[src/hw/rtl/rcd_pkg.sv]
// ----------------------------------------------------------------------------
// rcd_pkg
// Types and constants shared by the frame decoder modules.
// ----------------------------------------------------------------------------
`default_nettype none
package rcd_pkg;
  localparam int FRAME_BYTES = 18;
  localparam int CFG_IDX_W = 3;
  localparam int CFG_DATA_W = 24;
  localparam logic [CFG_IDX_W-1:0] REG_LOW  = 3'd0;
  localparam logic [CFG_IDX_W-1:0] REG_HIGH = 3'd1;
  localparam logic [CFG_IDX_W-1:0] REG_GAP  = 3'd2;
  localparam logic [CFG_IDX_W-1:0] REG_DISC = 3'd3;
  localparam logic [CFG_IDX_W-1:0] REG_FAIL = 3'd4;

  // Request to the shared scaler: numerator and divisor.
  typedef struct packed {
    logic        start;
    logic [21:0] num;
    logic [10:0] den;
  } div_req_t;

  typedef struct packed {
    logic        done;
    logic [10:0] quot;
  } div_rsp_t;
endpackage
`default_nettype wire

[src/hw/rtl/rcd_if.sv]
// ----------------------------------------------------------------------------
// rcd_in_if / rcd_out_if
// Valid/ready channels for input items and result items.
// ----------------------------------------------------------------------------
`default_nettype none
interface rcd_in_if;
  logic       valid;
  logic       ready;
  logic       mode;
  logic [7:0] data_byte;
  modport source (output valid, output mode, output data_byte, input ready);
  modport sink (input valid, input mode, input data_byte, output ready);
endinterface

interface rcd_out_if;
  logic               valid;
  logic               ready;
  logic signed [10:0] right_stick_x;
  logic signed [10:0] right_stick_y;
  logic signed [10:0] left_stick_x;
  logic signed [10:0] left_stick_y;
  logic signed [10:0] wheel;
  logic [1:0]         right_switch;
  logic [1:0]         left_switch;
  logic signed [15:0] mouse_x;
  logic signed [15:0] mouse_y;
  logic signed [15:0] mouse_z;
  logic [17:0]        buttons_and_keys;
  logic [4:0]         status;
  modport source (output valid, output right_stick_x, output right_stick_y,
                  output left_stick_x, output left_stick_y, output wheel,
                  output right_switch, output left_switch, output mouse_x,
                  output mouse_y, output mouse_z, output buttons_and_keys,
                  output status, input ready);
  modport sink (input valid, input right_stick_x, input right_stick_y,
                input left_stick_x, input left_stick_y, input wheel,
                input right_switch, input left_switch, input mouse_x,
                input mouse_y, input mouse_z, input buttons_and_keys,
                input status, output ready);
endinterface
`default_nettype wire

[src/hw/rtl/rcd_ram.sv]
// ----------------------------------------------------------------------------
// rcd_ram
// Generic single-port RAM with registered read.
// ----------------------------------------------------------------------------
`default_nettype none
module rcd_ram #(
  parameter int WIDTH = 8,
  parameter int DEPTH = 18
) (
  input  wire logic                     clk,
  input  wire logic                     we,
  input  wire logic [$clog2(DEPTH)-1:0] addr,
  input  wire logic [WIDTH-1:0]         wdata,
  output logic      [WIDTH-1:0]         rdata
);
  logic [WIDTH-1:0] mem_r [DEPTH];
  always_ff @(posedge clk) begin
    if (we) mem_r[addr] <= wdata;
    rdata <= mem_r[addr];
  end
endmodule
`default_nettype wire

[src/hw/rtl/rcd_divider.sv]
// ----------------------------------------------------------------------------
// rcd_divider
// Restoring divider, one quotient bit per cycle, 11-bit quotient.
// ----------------------------------------------------------------------------
`default_nettype none
module rcd_divider (
  input  wire logic              clk,
  input  wire logic              rst_n,
  input  wire rcd_pkg::div_req_t req,
  output rcd_pkg::div_rsp_t      rsp
);
  logic [21:0] rem_r;
  logic [10:0] den_r;
  logic [10:0] quot_r;
  logic [3:0]  cnt_r;
  logic        busy_r;
  logic        done_r;
  logic [11:0] trial;
  logic [11:0] diff;

  // The quotient never exceeds 2000, so the top 11 numerator bits stay below
  // the divisor and eleven steps suffice.
  assign trial = {rem_r[21:11], rem_r[10]};
  assign diff  = trial - {1'b0, den_r};

  always_ff @(posedge clk) begin
    if (!rst_n) begin
      busy_r <= 1'b0;
      done_r <= 1'b0;
      cnt_r  <= '0;
    end else begin
      done_r <= 1'b0;
      if (req.start) begin
        busy_r <= 1'b1;
        rem_r  <= req.num;
        den_r  <= req.den;
        cnt_r  <= 4'd0;
      end else if (busy_r) begin
        if (!diff[11]) begin
          rem_r  <= {diff[10:0], rem_r[9:0], 1'b0};
          quot_r <= {quot_r[9:0], 1'b1};
        end else begin
          rem_r  <= {rem_r[20:0], 1'b0};
          quot_r <= {quot_r[9:0], 1'b0};
        end
        cnt_r <= cnt_r + 4'd1;
        if (cnt_r == 4'd10) begin
          busy_r <= 1'b0;
          done_r <= 1'b1;
        end
      end
    end
  end
  assign rsp = {done_r, quot_r};
endmodule
`default_nettype wire

[src/hw/rtl/rc_receiver_frame_decoder_core.sv]
// ----------------------------------------------------------------------------
// rc_receiver_frame_decoder_core
// Frames receiver bytes, unpacks and scales channels, tracks link health.
// ----------------------------------------------------------------------------
// A tick or an ordinary byte goes through the step state to its result.
// The last byte of a frame triggers the decode: eighteen bytes are read back
// from the frame RAM one per cycle, the last byte is captured, the fields are
// unpacked and the channel range is checked, then each of the five channels
// is scaled in turn by the shared eleven-step divider; the divider is skipped
// when the frame is invalid or low equals high. The block takes no new item
// until its result has been delivered, and is ready again in the cycle after
// that.
`default_nettype none
module rc_receiver_frame_decoder_core #(
  parameter int FRAME_BYTES = rcd_pkg::FRAME_BYTES
) (
  input wire logic clk,
  input wire logic rst_n,
  rcd_in_if.sink   in_ch,
  rcd_out_if.source out_ch,
  input wire logic                         cfg_we,
  input wire logic [rcd_pkg::CFG_IDX_W-1:0]  cfg_index,
  input wire logic [rcd_pkg::CFG_DATA_W-1:0] cfg_data
);
  localparam int AW = $clog2(FRAME_BYTES);

  typedef enum logic [2:0] {
    S_IDLE, S_STEP, S_READ, S_CHECK, S_DIV, S_FIN, S_OUT
  } state_t;

  state_t state_r;
  logic [10:0] low_r, high_r;
  logic [15:0] gap_r, sil_r;
  logic [23:0] disc_r, fail_r, since_f_r, since_v_r;
  logic [4:0]  idx_r;
  logic        link_r, failed_r, valid_r, chg_r, done_r;
  logic [10:0] scaled_r [5];
  logic [10:0] ch_r [5];
  logic [1:0]  rsw_r, lsw_r, prev_r;
  logic [15:0] mx_r, my_r, mz_r, keys_r;
  logic [1:0]  btn_r;
  logic [7:0]  fb_r [FRAME_BYTES];
  logic [4:0]  rd_r;
  logic        rd_v_r;
  logic [2:0]  ch_i_r;
  logic        mode_r;
  logic [7:0]  byte_r;

  logic              ram_we;
  logic [AW-1:0]     ram_addr;
  logic [7:0]        ram_q;
  rcd_pkg::div_req_t dreq;
  rcd_pkg::div_rsp_t drsp;
  logic [4:0]        idx_start;
  logic              ok;
  logic [10:0]       span;

  rcd_ram #(.WIDTH(8), .DEPTH(FRAME_BYTES)) u_ram (
    .clk(clk), .we(ram_we), .addr(ram_addr), .wdata(byte_r), .rdata(ram_q)
  );
  rcd_divider u_div (.clk(clk), .rst_n(rst_n), .req(dreq), .rsp(drsp));

  assign idx_start = (sil_r >= gap_r || idx_r >= 5'(FRAME_BYTES)) ? 5'd0 : idx_r;
  assign ram_we    = (state_r == S_STEP) && !mode_r;
  assign ram_addr  = (state_r == S_STEP) ? idx_start[AW-1:0] : rd_r[AW-1:0];
  assign span      = high_r - low_r;

  always_comb begin
    ok = 1'b1;
    for (int i = 0; i < 5; i++)
      if (ch_r[i] < low_r || ch_r[i] > high_r) ok = 1'b0;
  end

  always_comb begin
    dreq.start = (state_r == S_CHECK && ok && high_r > low_r) ||
                 (state_r == S_DIV && drsp.done && ch_i_r != 3'd4);
    dreq.num = 22'((ch_r[(state_r == S_CHECK) ? 3'd0 : ch_i_r + 3'd1] - low_r))
               * 22'd2000;
    dreq.den = span;
  end

  assign in_ch.ready = (state_r == S_IDLE);
  assign out_ch.valid = (state_r == S_OUT);
  assign out_ch.right_stick_x = scaled_r[0];
  assign out_ch.right_stick_y = scaled_r[1];
  assign out_ch.left_stick_x  = scaled_r[2];
  assign out_ch.left_stick_y  = scaled_r[3];
  assign out_ch.wheel         = scaled_r[4];
  assign out_ch.right_switch  = rsw_r;
  assign out_ch.left_switch   = lsw_r;
  assign out_ch.mouse_x = mx_r;
  assign out_ch.mouse_y = my_r;
  assign out_ch.mouse_z = mz_r;
  assign out_ch.buttons_and_keys = {btn_r, keys_r};
  assign out_ch.status = {chg_r, failed_r, link_r, valid_r, done_r};

  always_ff @(posedge clk) begin
    if (!rst_n) begin
      state_r <= S_IDLE;
      low_r <= 11'd364; high_r <= 11'd1684; gap_r <= 16'd3000;
      disc_r <= 24'd250000; fail_r <= 24'd500000;
      idx_r <= '0; sil_r <= '0; since_f_r <= '0; since_v_r <= '0;
      link_r <= 1'b0; failed_r <= 1'b0; valid_r <= 1'b0; chg_r <= 1'b0;
      done_r <= 1'b0;
      for (int i = 0; i < 5; i++) scaled_r[i] <= '0;
      rsw_r <= '0; lsw_r <= '0; prev_r <= '0;
      mx_r <= '0; my_r <= '0; mz_r <= '0; keys_r <= '0; btn_r <= '0;
      rd_r <= '0; rd_v_r <= 1'b0; ch_i_r <= '0;
    end else begin
      if (cfg_we) begin
        unique case (cfg_index)
          rcd_pkg::REG_LOW:  low_r  <= cfg_data[10:0];
          rcd_pkg::REG_HIGH: high_r <= cfg_data[10:0];
          rcd_pkg::REG_GAP:  gap_r  <= cfg_data[15:0];
          rcd_pkg::REG_DISC: disc_r <= cfg_data;
          rcd_pkg::REG_FAIL: fail_r <= cfg_data;
          default: ;
        endcase
      end
      unique case (state_r)
        S_IDLE: if (in_ch.valid) begin
          mode_r <= in_ch.mode;
          byte_r <= in_ch.data_byte;
          state_r <= S_STEP;
        end
        S_STEP: begin
          done_r <= 1'b0;
          if (mode_r) begin
            if (sil_r != 16'hFFFF) sil_r <= sil_r + 16'd1;
            if (since_f_r != 24'hFFFFFF) since_f_r <= since_f_r + 24'd1;
            if (since_v_r != 24'hFFFFFF) since_v_r <= since_v_r + 24'd1;
            // Compare uses the incremented count.
            if ((since_f_r != 24'hFFFFFF ? since_f_r + 24'd1 : since_f_r) > disc_r)
              link_r <= 1'b0;
            state_r <= S_OUT;
          end else begin
            sil_r <= '0;
            if (idx_start + 5'd1 >= 5'(FRAME_BYTES)) begin
              idx_r <= '0;
              rd_r <= '0; rd_v_r <= 1'b0;
              state_r <= S_READ;
            end else begin
              idx_r <= idx_start + 5'd1;
              state_r <= S_OUT;
            end
          end
        end
        S_READ: begin
          // The RAM word read last cycle lands now.
          rd_v_r <= 1'b1;
          if (rd_r != 5'(FRAME_BYTES - 1)) rd_r <= rd_r + 5'd1;
          if (rd_v_r || rd_r != 5'd0) begin
            fb_r[rd_v_r ? rd_r - 5'd1 : 5'd0] <= ram_q;
          end
          if (rd_v_r && rd_r == 5'(FRAME_BYTES - 1)) begin
            state_r <= S_FIN;
            ch_i_r <= 3'd7;
          end
        end
        S_FIN: begin
          if (ch_i_r == 3'd7) begin
            fb_r[FRAME_BYTES-1] <= ram_q;
            ch_i_r <= 3'd6;
          end else begin
            ch_r[0] <= {fb_r[1][2:0], fb_r[0]};
            ch_r[1] <= {fb_r[2][5:0], fb_r[1][7:3]};
            ch_r[2] <= {fb_r[4][0], fb_r[3], fb_r[2][7:6]};
            ch_r[3] <= {fb_r[5][3:0], fb_r[4][7:1]};
            ch_r[4] <= {fb_r[17][2:0], fb_r[16]};
            mx_r <= {fb_r[7], fb_r[6]};
            my_r <= {fb_r[9], fb_r[8]};
            mz_r <= {fb_r[11], fb_r[10]};
            btn_r <= {fb_r[13] != 8'd0, fb_r[12] != 8'd0};
            link_r <= 1'b1;
            since_f_r <= '0;
            state_r <= S_CHECK;
          end
        end
        S_CHECK: begin
          valid_r <= ok;
          done_r <= 1'b1;
          if (ok) begin
            failed_r <= 1'b0;
            since_v_r <= '0;
            rsw_r <= fb_r[5][5:4];
            lsw_r <= fb_r[5][7:6];
            keys_r <= {fb_r[15], fb_r[14]};
            chg_r <= fb_r[5][7:6] != prev_r;
            prev_r <= fb_r[5][7:6];
            ch_i_r <= 3'd0;
            if (high_r > low_r) state_r <= S_DIV;
            else begin
              for (int i = 0; i < 5; i++) scaled_r[i] <= 11'd1048;
              state_r <= S_OUT;
            end
          end else begin
            failed_r <= since_v_r > fail_r;
            state_r <= S_OUT;
          end
        end
        S_DIV: if (drsp.done) begin
          scaled_r[ch_i_r] <= drsp.quot + 11'd1048;
          ch_i_r <= ch_i_r + 3'd1;
          if (ch_i_r == 3'd4) state_r <= S_OUT;
        end
        S_OUT: if (out_ch.ready) state_r <= S_IDLE;
        default: state_r <= S_IDLE;
      endcase
    end
  end
endmodule
`default_nettype wire

[src/flat_wrapper.sv]
// flat-port wrapper written by rule: the top's interface ports become plain ports
module rc_receiver_frame_decoder_core_flat 
#(
  parameter int FRAME_BYTES = rcd_pkg::FRAME_BYTES
)
  (clk, rst_n, cfg_we, cfg_index, cfg_data, in_ch_valid, in_ch_mode, in_ch_data_byte, in_ch_ready, out_ch_valid, out_ch_right_stick_x, out_ch_right_stick_y, out_ch_left_stick_x, out_ch_left_stick_y, out_ch_wheel, out_ch_right_switch, out_ch_left_switch, out_ch_mouse_x, out_ch_mouse_y, out_ch_mouse_z, out_ch_buttons_and_keys, out_ch_status, out_ch_ready);
  rcd_in_if in_ch_i ();
  rcd_out_if out_ch_i ();
  input wire logic clk;
  input wire logic rst_n;
  input wire logic cfg_we;
  input wire logic [rcd_pkg::CFG_IDX_W-1:0] cfg_index;
  input wire logic [rcd_pkg::CFG_DATA_W-1:0] cfg_data;
  input wire logic [$bits(in_ch_i.valid)-1:0] in_ch_valid;
  input wire logic [$bits(in_ch_i.mode)-1:0] in_ch_mode;
  input wire logic [$bits(in_ch_i.data_byte)-1:0] in_ch_data_byte;
  output wire logic [$bits(in_ch_i.ready)-1:0] in_ch_ready;
  output wire logic [$bits(out_ch_i.valid)-1:0] out_ch_valid;
  output wire logic [$bits(out_ch_i.right_stick_x)-1:0] out_ch_right_stick_x;
  output wire logic [$bits(out_ch_i.right_stick_y)-1:0] out_ch_right_stick_y;
  output wire logic [$bits(out_ch_i.left_stick_x)-1:0] out_ch_left_stick_x;
  output wire logic [$bits(out_ch_i.left_stick_y)-1:0] out_ch_left_stick_y;
  output wire logic [$bits(out_ch_i.wheel)-1:0] out_ch_wheel;
  output wire logic [$bits(out_ch_i.right_switch)-1:0] out_ch_right_switch;
  output wire logic [$bits(out_ch_i.left_switch)-1:0] out_ch_left_switch;
  output wire logic [$bits(out_ch_i.mouse_x)-1:0] out_ch_mouse_x;
  output wire logic [$bits(out_ch_i.mouse_y)-1:0] out_ch_mouse_y;
  output wire logic [$bits(out_ch_i.mouse_z)-1:0] out_ch_mouse_z;
  output wire logic [$bits(out_ch_i.buttons_and_keys)-1:0] out_ch_buttons_and_keys;
  output wire logic [$bits(out_ch_i.status)-1:0] out_ch_status;
  input wire logic [$bits(out_ch_i.ready)-1:0] out_ch_ready;
  assign in_ch_i.valid = in_ch_valid;
  assign in_ch_i.mode = in_ch_mode;
  assign in_ch_i.data_byte = in_ch_data_byte;
  assign in_ch_ready = in_ch_i.ready;
  assign out_ch_valid = out_ch_i.valid;
  assign out_ch_right_stick_x = out_ch_i.right_stick_x;
  assign out_ch_right_stick_y = out_ch_i.right_stick_y;
  assign out_ch_left_stick_x = out_ch_i.left_stick_x;
  assign out_ch_left_stick_y = out_ch_i.left_stick_y;
  assign out_ch_wheel = out_ch_i.wheel;
  assign out_ch_right_switch = out_ch_i.right_switch;
  assign out_ch_left_switch = out_ch_i.left_switch;
  assign out_ch_mouse_x = out_ch_i.mouse_x;
  assign out_ch_mouse_y = out_ch_i.mouse_y;
  assign out_ch_mouse_z = out_ch_i.mouse_z;
  assign out_ch_buttons_and_keys = out_ch_i.buttons_and_keys;
  assign out_ch_status = out_ch_i.status;
  assign out_ch_i.ready = out_ch_ready;
  rc_receiver_frame_decoder_core #(.FRAME_BYTES(FRAME_BYTES)) u_core (.clk(clk), .rst_n(rst_n), .in_ch(in_ch_i), .out_ch(out_ch_i), .cfg_we(cfg_we), .cfg_index(cfg_index), .cfg_data(cfg_data));
endmodule
[config.mk]
export PLATFORM = sky130hd
export DESIGN_NAME = rc_receiver_frame_decoder_core_flat
export DESIGN_NICKNAME = d
export VERILOG_FILES = /design/src/hw/rtl/rcd_pkg.sv /design/src/hw/rtl/rcd_if.sv /design/src/hw/rtl/rcd_ram.sv /design/src/hw/rtl/rcd_divider.sv /design/src/hw/rtl/rc_receiver_frame_decoder_core.sv /design/src/flat_wrapper.sv
export SDC_FILE = /design/constraint.sdc
export NUM_CORES = 1
export LEC_CHECK = 0
export BUFFER_PORTS_ARGS = -buffer_cell sky130_fd_sc_hd__clkbuf_2
export CAP_MARGIN = 30
export CORE_MARGIN = 4
export CORE_UTILIZATION = 30
export DETAILED_ROUTE_END_ITERATION = 10
export GPL_ROUTABILITY_DRIVEN = 0
export REMOVE_ABC_BUFFERS = 1
export SLEW_MARGIN = 10
export SYNTH_ARGS = -nofsm -noshare
export SYNTH_HDL_FRONTEND = slang
export SYNTH_SLANG_ARGS = --single-unit
[constraint.sdc]
create_clock -name clk -period 17.6 [get_ports clk]
set_clock_uncertainty 0.1 [all_clocks]
set_input_delay 4.4 -clock clk [delete_from_list [all_inputs] [get_ports clk]]
set_output_delay 4.4 -clock clk [all_outputs]
set_load 0.1 [all_outputs]
==> results.tsv, run 1 <==
metric	value	unit
cts-root-buf	clkbuf_16	
min_from	u_core.fb_r[17][2]	
place_hpwl	63900	um
gr-total-overflow	0	
pre_cts_ws	8.90	ns
cts_tree	done	
ys_ff_latch	698	
arrival	9.07	ns
ys_types	81	
rrSetupSlack	8.80	ns
worst_ep_required_time	17.87	ns
crit_slowest_cell	dfxtp_1	
wirelength_met1	40900	um
wl	90100	um
routed.top_layer	met5	
htree_levels	3	
seqCellArea	0.0184	mm^2
path_max_fanout	23	
hold_viol_final	0	
synth_cells	3147	
yosysWarnings	0	
tightest_slew	0.980	ns
drt-initial-drc-count	1756	
timing.final.ws_setup	8.80	ns
max_stage_delay	0.89	ns
port_buffers	172	
wl_met2	41700	um
cts_hold_buffers	0	
initial_core_util	0.303	
numCtsBuffers	79	
route.met3.wl	5030	um
antenna_found_initial	5	
timing.final.crit_share	0.500	
cts_buffer_depth	3	
hold_class	register to register	
grt_max_degree	91	
wl_per_cell	18.5	um
final_nets	3636	
first_pass_iters	8	
die_height	346	um
synth_area_per_cell	10.9	um^2
path_common_cell	inv_1	
synth_edf_count	442	
fin_crit	8.80	ns
boundaryPins	173	
grtUsageTotal	0.148	
synthArstFlopShare	0	
drv_slew	0	
endpoint_kind	register	
n_fill_cell	11300	
die_x	346	um
grt_pass1_wl	140000	um
outcome	finished, final reports clean	
vias	23900	
relSlewSlack	0.345	
cts_setup_buffers	0	
ant_nets	0	
path_class	register to register	
r2r_start	u_core.ch_i_r[0]	
yosysSeqAreaShare	0.537	
area_delta_synth_final	15.2	%
max_freq	114	MHz
multi_input_area	0.0145	mm^2
start_kind	register	
core	0.113	mm^2
final.setup.tns	0	ns
ctsResizeCount	0	
cts_num_sinks	698	
syn-cell-area	0.0342	mm^2
viasPerCell	4.90	
critPathLaunch	u_core.ch_i_r[0]	
clk_pin_slew	0.06	ns
drive_gt1_frac	0.116	
num_rows	123	
setup_viol	0	
route.detailed.drc	0	
dieArea	0.120	mm^2
grt_pass1_vias	23500	
drv_cap	0	
rsz0062_at_grt	no	
synth_flop_cell	edfxtp_1	
clkLatencyLatePin	0.67	ns
per-stage QoR:
| stage | util | cells | hold WS, ns | instance area, um^2 |
|---|---|---|---|---|
| 2_1_floorplan | - | 3015 | 0.300 | 33700 |
| 6_report | 0.349 | 4869 | 0.310 | 39500 |
| 3_3_place_gp | 0.324 | 4710 | 0.302 | 36600 |
| 3_5_place_dp | 0.326 | 4720 | 0.305 | 36800 |
| 4_1_cts | 0.349 | 4865 | 0.306 | 39400 |
| 5_1_grt | 0.349 | 4867 | 0.306 | 39500 |
critical path: cells and delay by family (launching register included):
family	cells	cell delay [ns]
AOI/OAI and AO/OA	12	2.26
xor gates and xnor gates	2	0.49
DFF	1	0.89
adders and majority gates	8	3.80
muxes	1	0.08
and+or+nand+nor	1	0.20
buffers and inverters	6	0.67
per-layer routing:
layer  up-vias  global-route usage
met3       160              0.0316
met5         -                   0
li1      11600                   -
met4         6              0.0433
met2       558               0.242
met1     11500               0.197
final cells by class:
type / count / area share
multi-input combinational: 2108 / 0.368
sequential: 698 / 0.466
tap: 1500 / 0.0476
inverter: 209 / 0.0200
clock buffer: 111 / 0.0547
antenna: 2 / 0.000127
timing repair buffer: 207 / 0.0319
clock inverter: 34 / 0.0116
cell usage after synthesis, types with 34 or more instances:
cell	instances	share of area
o211ai_1	40	0.0088
a21oi_1	242	0.035
nand3_1	86	0.013
nor3_1	39	0.0057
a21o_1	36	0.0079
o21ai_0	97	0.014
nand2_1	397	0.044
clkbuf_1	97	0.011
dfxtp_1	256	0.15
fa_1	40	0.023
nor2_1	240	0.026
xnor2_1	63	0.016
edfxtp_1	442	0.39
inv_1	209	0.023
mux2i_1	102	0.030
nand4_1	42	0.0077
xor2_1	34	0.0087
ha_1	252	0.092
nor2b_1	36	0.0066
registers in the layout, indices dropped and copies added, names as in the netlist, 16 cells and up:
register / flops
u_core.fb_r: 139
u_core.out_ch.mouse_x: 16
u_core.disc_r: 24
u_core.sil_r: 16
u_core.keys_r: 16
u_core.out_ch.mouse_z: 16
u_core.out_ch.mouse_y: 16
u_core.since_v_r: 24
u_core.fail_r: 24
u_core.since_f_r: 24
u_core.ch_r: 55
u_core.u_div.rem_r: 18
u_core.gap_r: 16
u_core.scaled_r: 55
u_core.u_ram.mem_r: 144
cells in the final DEF, fill, tap and decap left out, drive strengths merged, types with 24 or more instances in the layout:
master  count
dfxtp     256
mux2       32
nand3      88
ha        252
nor2      240
a31oi      24
nand4      42
inv       218
buf        35
o211ai     41
nor2b      36
o21ai     100
nor3       40
a21o       36
and3       28
clkbuf    283
a211oi     25
nand2     397
edfxtp    442
fa         40
a21oi     243
xnor2      63
xor2       34
mux2i     102
or3        25
kinds of logic (layout without fill, tap and decap cells):
| kind of cell | Yosys count | after routing | share of synthesized area |
|---|---|---|---|
| DFF | 698 | 698 | 0.537 |
| xor gates and xnor gates | 97 | 97 | 0.0248 |
| AOI/OAI and AO/OA | 600 | 600 | 0.109 |
| buffers and inverters | 341 | 561 | 0.0398 |
| muxes | 134 | 134 | 0.0406 |
| other | 0 | 2 | 0 |
| and+or+nand+nor | 985 | 985 | 0.133 |
| adders and majority gates | 292 | 292 | 0.115 |
final timing paths:
kind	end	cells after the start
setup reg to reg	u_core.u_div.rem_r[21]	30
hold reg to reg	u_core.ch_r[4][10]	0
hold / removal	u_core.ch_r[4][10]	0
setup / recovery	u_core.u_div.rem_r[21]	30
Power of run 1 is left out: the tool's default activity adds up to more than one toggle a clock period on the data nets, which glitch-free logic cannot reach.
==> run 2, diff against run 1 <==
--- a/config.mk
+++ b/config.mk
@@ -5,6 +5,7 @@
 export SDC_FILE = /design/constraint.sdc
 export NUM_CORES = 1
 export LEC_CHECK = 0
+export ABC_AREA = 1
 export BUFFER_PORTS_ARGS = -buffer_cell sky130_fd_sc_hd__clkbuf_2
 export CAP_MARGIN = 30
 export CORE_MARGIN = 4
==> constraint.sdc (replaced) <==
create_clock -name clk -period 7.41 [get_ports clk]
set_clock_uncertainty 0.1 [all_clocks]
set_input_delay 1.8525 -clock clk [delete_from_list [all_inputs] [get_ports clk]]
set_output_delay 1.8525 -clock clk [all_outputs]
set_load 0.1 [all_outputs]
==> run 2 against run 1 <==
Net effect:
- critical path depth increased by 1
- first-iteration DRC count decreased by 2.6%
- register-to-register slack got worse by 8.2 ns
- sequential share of layout area decreased by 0.63 points
- synthesized cell count increased by 16%
- wire length increased by 1.6%
- die area increased by 0.89%
- flip-flop and latch count unchanged
- global-route usage increased by 0.079 points
- critical path type unchanged
- critical endpoint unchanged
==> results.tsv, run 2 <==
metric	value	unit	change
max_stage_delay	0.52	ns	-0.37 ns
setup_viol	0		unchanged
hold_viol_final	0		unchanged
synthArstFlopShare	0		unchanged
hold-worst-slack	0.290	ns	-0.0208 ns
cts_num_sinks	698		unchanged
port_buffers	172		unchanged
yosysSeqAreaShare	0.532		-0.00482
die_height	347	um	+0.44%
yosysTopAreaCell	edfxtp_1		
hold_path_end	u_core.ch_r[1][0]		
ant_nets	0		unchanged
wl_per_cell	16.9	um	-8.8%
cts_buffer_depth	3		unchanged
synth_flop_cell	edfxtp_1		
die_x	347	um	+0.44%
synth_area_leaders	edfxtp_1, dfxtp_1, ha_1		
first_pass_iters	6		-2
fin_crit	6.78	ns	-2.02 ns
drv_slew	0		unchanged
path_buf_inv	10		+4
yosysMostFrequentCell	nand2_1		
num_rows	124		+0.81%
largest_register	u_core.u_ram.mem_r		
largest_reg_flops	144		unchanged
area_delta_synth_final	15.8	%	
min_from	u_core.fb_r[1][3]		
syn-cell-area	0.0346	mm^2	+0.91%
initial_core_util	0.302		-0.000955
htree_levels	3		unchanged
synth_edf_count	442		unchanged
wl	91500	um	+1.6%
hold_depth	0		unchanged
clkLatencyLatePin	0.65	ns	-0.02 ns
placedCellCount	5268		+12%
grt_pass1_vias	24800		+5.6%
r2r_start	u_core.ch_i_r[1]		
tightest_slew	0.917	ns	-0.0629 ns
drt-initial-drc-count	1711		-2.6%
grt_pass1_wl	142000	um	+1.6%
rrSetupSlack	0.63	ns	-8.17 ns
endpoint_kind	register		
fin_util	0.350		+0.000587
synth_area_per_cell	9.47	um^2	-13%
outcome	finished, final reports clean		
n_fill_cell	11500		+1.9%
layout_commonest_cell	nand2_1		
ff2ff_path_depth	31		+3.3%
hold_class	register to register		
grtUsageTotal	0.149		+0.000792
yosysWarnings	0		unchanged
path_max_fanout	16		-30%
path_common_cell	inv_1		
ys_ff_latch	698		unchanged
multi_input_area	0.0143	mm^2	-1.3%
rsz0062_at_grt	no		
boundaryPins	173		unchanged
synth_top_area_share	0.384		-0.00348
clk_pin_slew	0.06	ns	about the same
start_kind	register		
path_class	register to register		
timing.final.crit_share	0.915		+0.415
place_hpwl	65100	um	+1.9%
crit_family	adder cells		
final_cells	5419		+11%
timing.final.ws_setup	0.628	ns	-8.17 ns
drv_cap	0		unchanged
max_freq	147	MHz	+30%
synth_cells	3648		+16%
viasPerCell	4.71		-3.9%
drive_gt1_frac	0.110		-0.00545
core	0.114	mm^2	+1.2%
pre_cts_ws	0.273	ns	-8.63 ns
seqCellArea	0.0184	mm^2	about the same
antenna_found_initial	6		+1
grt_max_degree	89		-2.2%
cts_tree	done		
cts_setup_buffers	0		unchanged
ys_types	61		-25%
synthTopCellsByCount	nand2_1, edfxtp_1, nor2_1		
crit_slowest_cell	fa_1		
gr-total-overflow	0		unchanged
cts-root-buf	clkbuf_16		
layout_common_cells	nand2_1, edfxtp_1, nor2_1		
final_nets	4174		+15%
reg_top3	u_core.u_ram.mem_r x144, u_core.fb_r x139		
vias	25500		+6.9%
dieArea	0.121	mm^2	+0.89%
crit-reg2reg-capture	u_core.u_div.rem_r[21]		
arrival	7.07	ns	-2.00 ns
route.detailed.drc	0		unchanged
relSlewSlack	0.386		+0.0413
worst_ep_required_time	7.70	ns	-10.17 ns
numCtsBuffers	81		+2.5%
-- run 2: layout make-up --
| class | count | area share |
|---|---|---|
| sequential | 698 | 0.460 |
| tap | 1512 | 0.0473 |
| inverter | 362 | 0.0340 |
| multi-input combinational | 2471 | 0.358 |
| clock inverter | 50 | 0.0123 |
| clock buffer | 98 | 0.0548 |
| antenna | 1 | 0.0000625 |
| timing repair buffer | 227 | 0.0335 |
-- run 2: stage by stage --
step / area, um^2 / setup TNS, ns
6_report: 40000 / 0
5_1_grt: 40000 / 0
4_1_cts: 39900 / 0
3_5_place_dp: 37200 / 0
3_3_place_gp: 37200 / 0
2_1_floorplan: 34000 / -2.08
-- run 2: worst max-delay path by stage --
stage	slack, ns	startpoint	endpoint	depth (start not counted)
final	0.63	u_core.ch_i_r[1]	u_core.u_div.rem_r[21]	31
after floorplan	-0.58	u_core.state_r[0]	u_core.u_div.rem_r[21]	42
after CTS	0.25	u_core.ch_i_r[0]	u_core.u_div.rem_r[21]	38
after global routing	0.03	u_core.ch_i_r[1]	u_core.u_div.rem_r[21]	41
after global placement	0.33	u_core.ch_i_r[0]	u_core.u_div.rem_r[21]	38
after detailed placement	0.27	u_core.ch_i_r[0]	u_core.u_div.rem_r[21]	38
-- run 2: per-layer routing --
| layer | vias to the layer above | part of all wire | global-route usage |
|---|---|---|---|
| li1 | 12700 | - | - |
| met2 | 576 | 0.46 | 0.250 |
| met1 | 12000 | 0.45 | 0.194 |
| met5 | - | 0.00025 | 0 |
| met4 | 4 | 0.035 | 0.0489 |
| met3 | 167 | 0.049 | 0.0259 |
-- run 2: cells by family after synthesis --
logic type / synth area share
mux: 0.00250
compound gates: 0.0960
flops: 0.532
buf+inv: 0.0544
simple gates: 0.175
xor+xnor: 0.0248
fa+ha+maj: 0.114
-- run 2: timing repair --
| action | in CTS | in global routing |
|---|---|---|
| hold buffers | 0 | 0 |
| gates resized for setup | 0 | 17 |
| endpoints found under the setup margin | 0 | 5 |
| endpoints found under the hold margin | 0 | 0 |
Power of run 2 is left out for the same reason.
==> run 3, diff against run 2 <==
--- a/config.mk
+++ b/config.mk
@@ -10,6 +10,7 @@
 export CAP_MARGIN = 30
 export CORE_MARGIN = 4
 export CORE_UTILIZATION = 30
+export CTS_CLUSTER_DIAMETER = 200
 export DETAILED_ROUTE_END_ITERATION = 10
 export GPL_ROUTABILITY_DRIVEN = 0
 export REMOVE_ABC_BUFFERS = 1
==> constraint.sdc (replaced) <==
create_clock -name clk -period 6.3 [get_ports clk]
set_clock_uncertainty 0.1 [all_clocks]
set_input_delay 1.575 -clock clk [delete_from_list [all_inputs] [get_ports clk]]
set_output_delay 1.575 -clock clk [all_outputs]
set_load 0.1 [all_outputs]
==> run 3 against run 2 <==
Net effect:
- fmax up 7.9%
- non-clock buffer count up 113
- critical path depth up 6
- sequential share of layout area down 1.4 points
- utilization up 1.1 points
- hold slack worse by 0.0040 ns
- critical path type unchanged
- setup slack worse by 0.61 ns
- final cell count up 2.1%
==> results.tsv, run 3 (same netlist as run 2, synthesis figures left out) <==
metric	value	unit	change
core	0.114	mm^2	unchanged
grtUsageTotal	0.154		+0.00558
path_buf_inv	9		-1
cts_num_sinks	698		unchanged
hold_class	register to register		
port_buffers	172		unchanged
max_freq	159	MHz	+7.9%
timing.final.crit_share	0.998		+0.0825
place_hpwl	66800	um	+2.6%
wl	94500	um	+3.2%
drv_slew	0		unchanged
initial_core_util	0.302		unchanged
hold_viol_final	0		unchanged
ant_nets	0		unchanged
viasPerCell	4.70		-0.15%
route.detailed.drc	0		unchanged
cts_tree	done		
n_fill_cell	11300		-1.6%
num_rows	124		unchanged
largest_register	u_core.u_ram.mem_r		
final_cells	5531		+2.1%
drive_gt1_frac	0.153		+0.0429
layout_common_cells	nand2_1, edfxtp_1, nor2_1		
clkLatencyLatePin	0.67	ns	+0.02 ns
outcome	finished, final reports clean		
start_kind	register		
cts_hold_buffers	0		unchanged
relSlewSlack	0.360		-0.0258
cts_buffer_depth	3		unchanged
die_x	347	um	unchanged
antenna_found_initial	4		-2
largest_reg_flops	144		unchanged
pre_cts_ws	-0.584	ns	-0.857 ns
setup_viol	0		unchanged
worst-path-stages	37		+19%
die_height	347	um	unchanged
numCtsBuffers	80		-1.2%
dieArea	0.121	mm^2	unchanged
grt_pass1_wl	148000	um	+4.0%
tightest_slew	0.959	ns	+0.0421 ns
ff2ff_path_depth	37		+19%
path_max_fanout	7		-9
crit_slowest_cell	fa_1		
drv_cap	0		unchanged
wl_per_cell	17.1	um	+1.1%
max_stage_delay	0.57	ns	+0.05 ns
grt_max_degree	94		+5.6%
htree_levels	3		unchanged
layout_commonest_cell	nand2_1		
first_pass_iters	5		-1
final_nets	4286		+2.7%
timing.final.ws_setup	0.0140	ns	-0.614 ns
worst_ep_required_time	6.63	ns	-1.07 ns
clk_pin_slew	0.06	ns	about the same
crit_family	adder cells		
drt-initial-drc-count	1685		-1.5%
arrival	6.61	ns	-0.46 ns
vias	26000		+1.9%
area_delta_synth_final	19.6	%	
fin_crit	6.29	ns	-0.496 ns
placedCellCount	5367		+1.9%
n_antenna_cell	0		-1
path_class	register to register		
rsz0062_at_grt	yes		
cts-root-buf	clkbuf_16		
hold_depth	0		unchanged
gr-total-overflow	0		unchanged
endpoint_kind	register		
reg_top3	u_core.u_ram.mem_r x144, u_core.fb_r x139		
boundaryPins	173		unchanged
grt_pass1_vias	25900		+4.3%
[run 3: cell types whose count changed in the layout (fill, tap and decap cells not counted), moves of 8 or more]
cell	delta
a21oi_1	-12
a21oi_2	+8
buf_4	+115
ha_1	-15
ha_4	+14
inv_1	-20
inv_2	+19
nor2_1	-8
o21ai_0	-11
[run 3: stage by stage]
stage	utilization	setup TNS (ns)	hold slack, ns	instance area [um^2]
2_1_floorplan	-	-13.35	0.300	34000
3_3_place_gp	0.332	-1.42	0.300	37900
3_5_place_dp	0.332	-2.05	0.305	38000
4_1_cts	0.360	-0.205	0.291	41100
5_1_grt	0.361	-1.64	0.311	41300
6_report	0.361	0	0.286	41300
[run 3: cell type report]
type | instances | area, um^2 | share of cell area
tap | 1512 | 1890 | 0.0458
clock buffer | 106 | 2210 | 0.0535
clock inverter | 42 | 523 | 0.0127
sequential | 698 | 18400 | 0.445
inverter | 362 | 1360 | 0.0329
timing repair buffer | 340 | 2170 | 0.0525
multi-input combinational | 2471 | 14800 | 0.357
[run 3: repair_timing]
action	in CTS	in global routing
gates resized for setup	74	49
pin swaps	59	33
endpoints found under the setup margin	7	8
gates cloned	0	0
setup buffers	10	5
[run 3: layer usage]
layer	vias to the layer above	GRT usage	wire, um
met5	-	0	19
met2	544	0.259	44500
met4	4	0.0531	2930
met3	158	0.0263	4740
met1	12300	0.201	42300
li1	13000	-	-
[run 3: final timing paths]
kind,slack [ns],endpoint,start
worst max-delay path,0.01,u_core.u_div.rem_r[20],u_core.ch_i_r[1]
worst min-delay path,0.29,u_core.ch_r[0][5],u_core.fb_r[0][5]
worst max register to register,0.01,u_core.u_div.rem_r[20],u_core.ch_i_r[1]
worst min register to register,0.29,u_core.ch_r[0][5],u_core.fb_r[0][5]
Power of run 3 is left out for the same reason.
